### config.mk
export PLATFORM = sky130hd
export DESIGN_NAME = chebyshev_recurrence_eval
export DESIGN_NICKNAME = d
export VERILOG_FILES = /design/src/rtl/core/cre_pkg.sv /design/src/rtl/core/cre_dp.sv /design/src/rtl/core/cre_ctrl.sv /design/src/rtl/core/chebyshev_recurrence_eval.sv
export SDC_FILE = /design/constraint.sdc
export NUM_CORES = 2
export LEC_CHECK = 0
export ABC_AREA = 1
export BUFFER_PORTS_ARGS = -buffer_cell sky130_fd_sc_hd__buf_4
export CAP_MARGIN = 40
export CORE_MARGIN = 10
export CORE_UTILIZATION = 60
export DETAILED_ROUTE_END_ITERATION = 12
export PLACE_DENSITY = 0.79
export SLEW_MARGIN = 20
export SYNTH_ARGS = -nofsm -noshare
export SYNTH_HDL_FRONTEND = slang
export SYNTH_HIERARCHICAL = 1
export SYNTH_SLANG_ARGS = --single-unit
### constraint.sdc
create_clock -name i_clk -period 11.4 [get_ports i_clk]
set_clock_uncertainty 0.2 [all_clocks]
set_input_delay 0.57 -clock i_clk [delete_from_list [all_inputs] [get_ports i_clk]]
set_output_delay 0.57 -clock i_clk [all_outputs]
set_load 0.005 [all_outputs]
### src/rtl/core/cre_pkg.sv
// ----------------------------------------------------------------------------
// Chebyshev evaluator package
// Widths, register indexes, command struct and Q16.16 round/saturate helpers.
// ----------------------------------------------------------------------------
package cre_pkg;

    localparam int MAX_DEGREE = 64;
    localparam int STEP_W     = $clog2(MAX_DEGREE);
    localparam int Q_W        = 32;
    localparam int PROD_W     = 2 * Q_W;
    localparam int DEG_W      = 7;
    localparam int CFG_IDX_W  = 2;

    localparam logic [CFG_IDX_W-1:0] CFG_DEGREE = CFG_IDX_W'(0);
    localparam logic [CFG_IDX_W-1:0] CFG_SCALE  = CFG_IDX_W'(1);
    localparam logic [CFG_IDX_W-1:0] CFG_OFFSET = CFG_IDX_W'(2);

    typedef logic signed [Q_W-1:0]    t_q;
    typedef logic signed [PROD_W-1:0] t_wide;

    localparam t_q Q_ONE     = 32'sd65536;
    localparam t_q Q_NEG_ONE = -32'sd65536;
    localparam t_wide Q_MAX_W = 64'sd2147483647;
    localparam t_wide Q_MIN_W = -64'sd2147483648;

    typedef struct packed {
        t_q   value;
        logic clip;
    } t_q_sat;

    typedef struct packed {
        logic load_x;     // capture input word
        logic mul_en;     // load product register
        logic mul_sel_x;  // product is scale * x, else y * d1
        logic init_y;     // form y, seed recurrence
        logic step;       // one recurrence step
        logic finish;     // form result into output register
    } t_dp_cmd;

    function automatic t_wide rnd_q(input t_wide v);
        t_wide t;
        t = v + 64'sd32768;
        return t >>> 16;
    endfunction

    function automatic t_q_sat sat_q(input t_wide v);
        t_q_sat r;
        if (v > Q_MAX_W) begin
            r.value = Q_MAX_W[Q_W-1:0];
            r.clip  = 1'b1;
        end else if (v < Q_MIN_W) begin
            r.value = Q_MIN_W[Q_W-1:0];
            r.clip  = 1'b1;
        end else begin
            r.value = v[Q_W-1:0];
            r.clip  = 1'b0;
        end
        return r;
    endfunction

endpackage

### src/rtl/core/cre_dp.sv
// ----------------------------------------------------------------------------
// Chebyshev evaluator datapath
// Shared 32x32 multiplier, round/saturate stage, recurrence and output regs.
// ----------------------------------------------------------------------------
module cre_dp (
    input  logic            i_clk,
    input  cre_pkg::t_dp_cmd i_cmd,
    input  cre_pkg::t_q     i_sample_x,
    input  cre_pkg::t_q     i_scale,
    input  cre_pkg::t_q     i_offset,
    output cre_pkg::t_q     o_poly_value,
    output logic            o_saturated
);
    import cre_pkg::*;

    t_q     r_x;
    t_q     r_y;
    t_q     r_d1;
    t_q     r_d2;
    t_wide  r_prod;
    logic   r_clip;
    t_q     r_poly;
    logic   r_sat;

    t_q     mul_a;
    t_q     mul_b;
    t_q_sat s_p;
    t_q_sat s_ysum;
    t_q_sat s_dbl;
    t_q_sat s_nd;
    t_q_sat s_res;

    always_comb begin
        mul_a  = i_cmd.mul_sel_x ? i_scale : r_y;
        mul_b  = i_cmd.mul_sel_x ? r_x : r_d1;
        s_p    = sat_q(rnd_q(r_prod));
        s_ysum = sat_q(PROD_W'(s_p.value) + PROD_W'(i_offset));
        s_dbl  = sat_q(PROD_W'(s_p.value) <<< 1);
        s_nd   = sat_q(PROD_W'(s_dbl.value) - PROD_W'(r_d2));
        s_res  = sat_q(PROD_W'(s_p.value) - PROD_W'(r_d2));
    end

    always_ff @(posedge i_clk) begin
        if (i_cmd.load_x) begin
            r_x <= i_sample_x;
        end
        if (i_cmd.mul_en) begin
            r_prod <= mul_a * mul_b;
        end
        if (i_cmd.init_y) begin
            r_y    <= s_ysum.value;
            r_clip <= s_p.clip | s_ysum.clip;
            r_d1   <= '0;
            r_d2   <= Q_NEG_ONE;
        end
        if (i_cmd.step) begin
            r_d1   <= s_nd.value;
            r_d2   <= r_d1;
            r_clip <= r_clip | s_p.clip | s_dbl.clip | s_nd.clip;
        end
        if (i_cmd.finish) begin
            r_poly <= s_res.value;
            r_sat  <= r_clip | s_p.clip | s_res.clip;
        end
    end

    assign o_poly_value = r_poly;
    assign o_saturated  = r_sat;

endmodule

### src/rtl/core/cre_ctrl.sv
// ----------------------------------------------------------------------------
// Chebyshev evaluator controller
// Sequences setup, recurrence steps and final step; owns handshake flags.
// ----------------------------------------------------------------------------
module cre_ctrl (
    input  logic                        i_clk,
    input  logic                        i_rst_n,
    input  logic                        i_in_valid,
    output logic                        o_in_ready,
    output logic                        o_out_valid,
    input  logic                        i_out_ready,
    input  logic [cre_pkg::DEG_W-1:0]   i_degree,
    output cre_pkg::t_dp_cmd            o_cmd
);
    import cre_pkg::*;

    typedef enum logic [2:0] {
        ST_IDLE,
        ST_MUL_Y,
        ST_ADD_Y,
        ST_MUL,
        ST_ACC
    } t_state;

    t_state              r_state;
    logic [STEP_W-1:0]   r_steps;
    logic [STEP_W-1:0]   r_count;
    logic                r_out_valid;

    logic [STEP_W-1:0]   n_steps;
    logic [31:0]         deg_ext;
    logic [31:0]         deg_clamp;
    logic [31:0]         steps_ext;
    logic                accept;
    logic                more;
    logic                out_free;

    always_comb begin
        deg_ext   = 32'(i_degree);
        deg_clamp = (deg_ext > 32'(MAX_DEGREE)) ? 32'(MAX_DEGREE) : deg_ext;
        steps_ext = (deg_clamp >= 32'd2) ? deg_clamp - 32'd1 : 32'd0;
        n_steps   = STEP_W'(steps_ext);
    end

    assign accept   = i_in_valid && (r_state == ST_IDLE);
    assign more     = r_count < r_steps;
    assign out_free = !r_out_valid || i_out_ready;

    always_comb begin
        o_cmd           = '0;
        o_cmd.load_x    = accept;
        o_cmd.mul_en    = (r_state == ST_MUL_Y) || (r_state == ST_MUL);
        o_cmd.mul_sel_x = (r_state == ST_MUL_Y);
        o_cmd.init_y    = (r_state == ST_ADD_Y);
        o_cmd.step      = (r_state == ST_ACC) && more;
        o_cmd.finish    = (r_state == ST_ACC) && !more && out_free;
    end

    always_ff @(posedge i_clk) begin
        if (!i_rst_n) begin
            r_state     <= ST_IDLE;
            r_steps     <= '0;
            r_count     <= '0;
            r_out_valid <= 1'b0;
        end else begin
            if (r_out_valid && i_out_ready && !o_cmd.finish) begin
                r_out_valid <= 1'b0;
            end
            unique case (r_state)
                ST_IDLE: begin
                    if (accept) begin
                        r_steps <= n_steps;
                        r_state <= ST_MUL_Y;
                    end
                end
                ST_MUL_Y: begin
                    r_state <= ST_ADD_Y;
                end
                ST_ADD_Y: begin
                    r_count <= '0;
                    r_state <= ST_MUL;
                end
                ST_MUL: begin
                    r_state <= ST_ACC;
                end
                ST_ACC: begin
                    if (more) begin
                        r_count <= r_count + 1'b1;
                        r_state <= ST_MUL;
                    end else if (out_free) begin
                        r_out_valid <= 1'b1;
                        r_state     <= ST_IDLE;
                    end
                end
                default: begin
                    r_state <= ST_IDLE;
                end
            endcase
        end
    end

    assign o_in_ready  = (r_state == ST_IDLE);
    assign o_out_valid = r_out_valid;

endmodule

### src/rtl/core/chebyshev_recurrence_eval.sv
// ----------------------------------------------------------------------------
// Chebyshev recurrence evaluator
// Evaluates T(steps), with steps as below, at y = scale*x + offset in saturating Q16.16.
// ----------------------------------------------------------------------------
// Input channel (i_in_valid/o_in_ready) takes one word, sample_x. Output
// channel (o_out_valid/i_out_ready) returns poly_value and the saturated flag.
// Registers are written through i_cfg_we/i_cfg_index/i_cfg_data; the user
// must write them only while idle, which the block does not enforce. Index
// 0 degree, 1 scale_coef, 2 offset_coef; other indexes are ignored. With
// steps = min(degree, 64) - 1 (0 for degree below 2), a word passes ST_MUL_Y
// and ST_ADD_Y, then steps recurrence steps and a final step that writes the
// result. Each step is one pass through the single 32x32 multiplier (ST_MUL)
// and the round/saturate/subtract stage (ST_ACC).
// One word is in flight at a time; o_in_ready is high while idle, even when
// a finished result still sits in the output register. A stalled receiver
// holds the output register; the next result waits in its final step until
// the register frees. Reset (synchronous, active low) empties the pipeline,
// drops o_out_valid and sets degree 0, scale 1.0, offset 0.
// ----------------------------------------------------------------------------
module chebyshev_recurrence_eval (
    input  logic                          i_clk,
    input  logic                          i_rst_n,
    input  logic                          i_in_valid,
    output logic                          o_in_ready,
    input  logic signed [cre_pkg::Q_W-1:0] i_sample_x,
    output logic                          o_out_valid,
    input  logic                          i_out_ready,
    output logic signed [cre_pkg::Q_W-1:0] o_poly_value,
    output logic                          o_saturated,
    input  logic                          i_cfg_we,
    input  logic [cre_pkg::CFG_IDX_W-1:0] i_cfg_index,
    input  logic [cre_pkg::Q_W-1:0]       i_cfg_data
);
    import cre_pkg::*;

    logic [DEG_W-1:0] r_degree;
    t_q               r_scale;
    t_q               r_offset;
    t_dp_cmd          cmd;

    always_ff @(posedge i_clk) begin
        if (!i_rst_n) begin
            r_degree <= '0;
            r_scale  <= Q_ONE;
            r_offset <= '0;
        end else if (i_cfg_we) begin
            unique case (i_cfg_index)
                CFG_DEGREE: r_degree <= i_cfg_data[DEG_W-1:0];
                CFG_SCALE:  r_scale  <= i_cfg_data;
                CFG_OFFSET: r_offset <= i_cfg_data;
                default: begin
                end
            endcase
        end
    end

    cre_ctrl u_ctrl (
        .i_clk       (i_clk),
        .i_rst_n     (i_rst_n),
        .i_in_valid  (i_in_valid),
        .o_in_ready  (o_in_ready),
        .o_out_valid (o_out_valid),
        .i_out_ready (i_out_ready),
        .i_degree    (r_degree),
        .o_cmd       (cmd)
    );

    cre_dp u_dp (
        .i_clk        (i_clk),
        .i_cmd        (cmd),
        .i_sample_x   (i_sample_x),
        .i_scale      (r_scale),
        .i_offset     (r_offset),
        .o_poly_value (o_poly_value),
        .o_saturated  (o_saturated)
    );

endmodule

==> run metrics <==
std cell rows 111; synth top area cells fa_1 (39%), edfxtp_1 (11%), nand2_1 (11%); drt total wl 190 mm; Post-synth EDFFs 211; Final WS setup 1.14 ns; capture point of the worst path u_dp/r_prod[63]; largest area contributor in the netlist fa_1; Die ar. 105000 um2; distinct cell type count after synthesis 57; 1st-iter DRT viols 5045; area share of the leading cell type in the synthesized netlist 39.0%; clock buffer depth 3; Initial Util 60.6%; Die Ht 324 um; pre-CTS setup slack 1.39 ns; RSZ-0062 raised after global routing false; # DRC 0; CORE AREA 91800 um2; Layout Nets 8436; crit start category register; Worst R2R Path Depth 34; post-route antenna net violation count 0; Worst Setup End Kind register; Worst-path clk slew 0.06 ns; share of layout cells above drive strength 1 6.39%; detail-routed via count per cell 5.74; detailed placement HPWL 156 mm; post-synthesis sequential area ratio 14.5%; RR Endpoint u_dp/r_prod[63]; Final Max Slew Viols 0; maxcap violations 0; Root Buffer clkbuf_16; crit path kind reg -> reg; pin count of the biggest net entering global routing 75; router iterations before antenna repair 6; WP data arrival 10.41 ns; number of global-route vias before repair 48598; CP peak stage delay 0.67 ns; hold crit path type in -> reg; WP buf/inv 11; ys async rst share 0%; Ys Warns 6; vias 47516; worst-path fanout max 64; wire length per cell 23.0 um; Mean Syn Cell Area 8.08 um2; Final min period 10.26 ns; headroom to the max-slew limit 38.8%; RD Place Congestion 1.04; clock latency at the later pin of the worst-skew pair 0.60 ns; Achievable Freq 97.5 MHz; antenna violations before repair 12; mapped cell area 55600 um2; H-Tree Depth 1; CP startpoint u_ctrl/r_state[0]; Setup-failing EPs final 0; post-synth net total 8325; Seq cells post-synth 298; Synth Instances 6882; Crit path depth 34; GRT Total Usage 36.1%; Final Hold Vio Count 0; Resized Gates After CTS 0; Worst EP required 11.55 ns; Synth Flop Type edfxtp_1; # IOs 106; critical path's top delay family adder cells; CTS tree done; Worst Tran Pin Value 0.912 ns; worst r2r src u_ctrl/r_state[0]; area growth from synthesis to final layout 8.04%; run status completed; CP dominant cell by count fa_1; Worst path slowest cell inv_1; total congestion overflow 0; port buffer count 105; clk sinks 298; Num CTS Buffers 30; die width 324 um; first-pass GRT wire length 291 mm; period utilization 90.0%; R2R Setup Slk 1.14 ns
worst min-delay path by stage:
stage,start,end,slack (ns),cells past startpoint
6_report,i_cfg_data[21],r_scale[21],0.02,3
5_1_grt,i_cfg_data[12],r_scale[12],0.01,3
4_1_cts,i_cfg_data[25],r_scale[25],0.0009,3
3_5_place_dp,r_scale[16],r_scale[16],0.27,2
3_3_place_gp,r_scale[16],r_scale[16],0.25,2
2_1_floorplan,r_scale[16],r_scale[16],0.23,2
cells in the final DEF, fill, tap and decap left out, types with 31 or more instances in the layout:
master	synthesis	layout
nand2_1	1613	1613
inv_1	1607	1606
fa_1	1084	1084
nor2_1	685	683
ha_1	288	288
a21oi_1	237	237
buf_4	11	232
edfxtp_1	211	211
o21ai_0	217	199
nand3_1	110	110
xor2_1	95	95
dfxtp_1	87	87
xnor2_1	78	78
o21ai_2	26	52
dlygate4sd3_1	0	41
nand4_1	40	40
o21ai_1	44	36
clkbuf_16	0	31
kinds of logic after synthesis:
family	after synthesis	synth area share, %
compound gates	627	6.29
xor+xnor	173	2.72
buf+inv	1867	12.8
flops	298	14.5
fa+ha+maj	1372	45.5
simple gates	2545	18.1
flip-flops by register name, indices dropped and copies added (netlist names):
register	count
r_degree	7
r_offset	32
r_scale	32
u_ctrl/o_out_valid	1
u_ctrl/r_count	6
u_ctrl/r_state	3
u_ctrl/r_steps	6
u_dp/o_poly_value	32
u_dp/o_saturated	1
u_dp/r_clip	1
u_dp/r_d1	32
u_dp/r_d2	32
u_dp/r_prod	49
u_dp/r_x	32
u_dp/r_y	32
metrics by stage:
step / hold WS, ns / std cells / TNS, ns / area [um2] / util (%)
6_report: 0.0188 / 8279 / 0 / 60100 / 65.5
3_5_place_dp: 0.271 / 8158 / 0 / 58500 / 63.7
4_1_cts: 0.000851 / 8254 / 0 / 59900 / 65.3
5_1_grt: 0.0116 / 8259 / 0 / 60000 / 65.4
3_3_place_gp: 0.245 / 8135 / -0.00448 / 58100 / 63.3
2_1_floorplan: 0.229 / 6882 / 0 / 55600 / -
worst register-to-register path, delay by kind of cell, from the launching register on:
kind | cells | cell delay [ns]
buffers and inverters | 11 | 2.62
AOI/OAI and AO/OA | 6 | 1.53
adders and majority gates | 9 | 4.60
and+or+nand+nor | 8 | 0.68
DFF | 1 | 0.36
area by class of cell:
| cell class | count | area (um2) |
|---|---|---|
| clock buffers | 38 | 842 |
| multi-input cells | 4717 | 40500 |
| flip-flops and latches | 298 | 8080 |
| inverters | 1646 | 6180 |
| diodes | 20 | 50.0 |
| fillers | 7778 | 31700 |
| repair buffers | 300 | 2630 |
| well taps | 1243 | 1560 |
| clock inverters | 17 | 225 |
cells in the mapped netlist, types with 40 or more instances:
library cell	n
a21oi_1	237
clkbuf_1	181
dfxtp_1	87
edfxtp_1	211
fa_1	1084
ha_1	288
inv_1	1607
nand2_1	1613
nand3_1	110
nand4_1	40
nor2_1	685
o21ai_0	217
o21ai_1	44
xnor2_1	78
xor2_1	95
metal layers:
metal	GRT usage, %	wire, um	vias to the layer above
li1	-	-	20612
met1	47.2	72200	23342
met2	55.0	83700	2867
met3	9.81	22500	687
met4	18.6	11900	8
met5	0	59	-
timing repair:
action,4_1_cts,5_1_grt
setup buffers,0,0
hold endpoints to repair,43,0
hold buffers,41,0
Power is not shown: default switching activity piles up to over one toggle a cycle in this logic, so the estimate is an artifact.
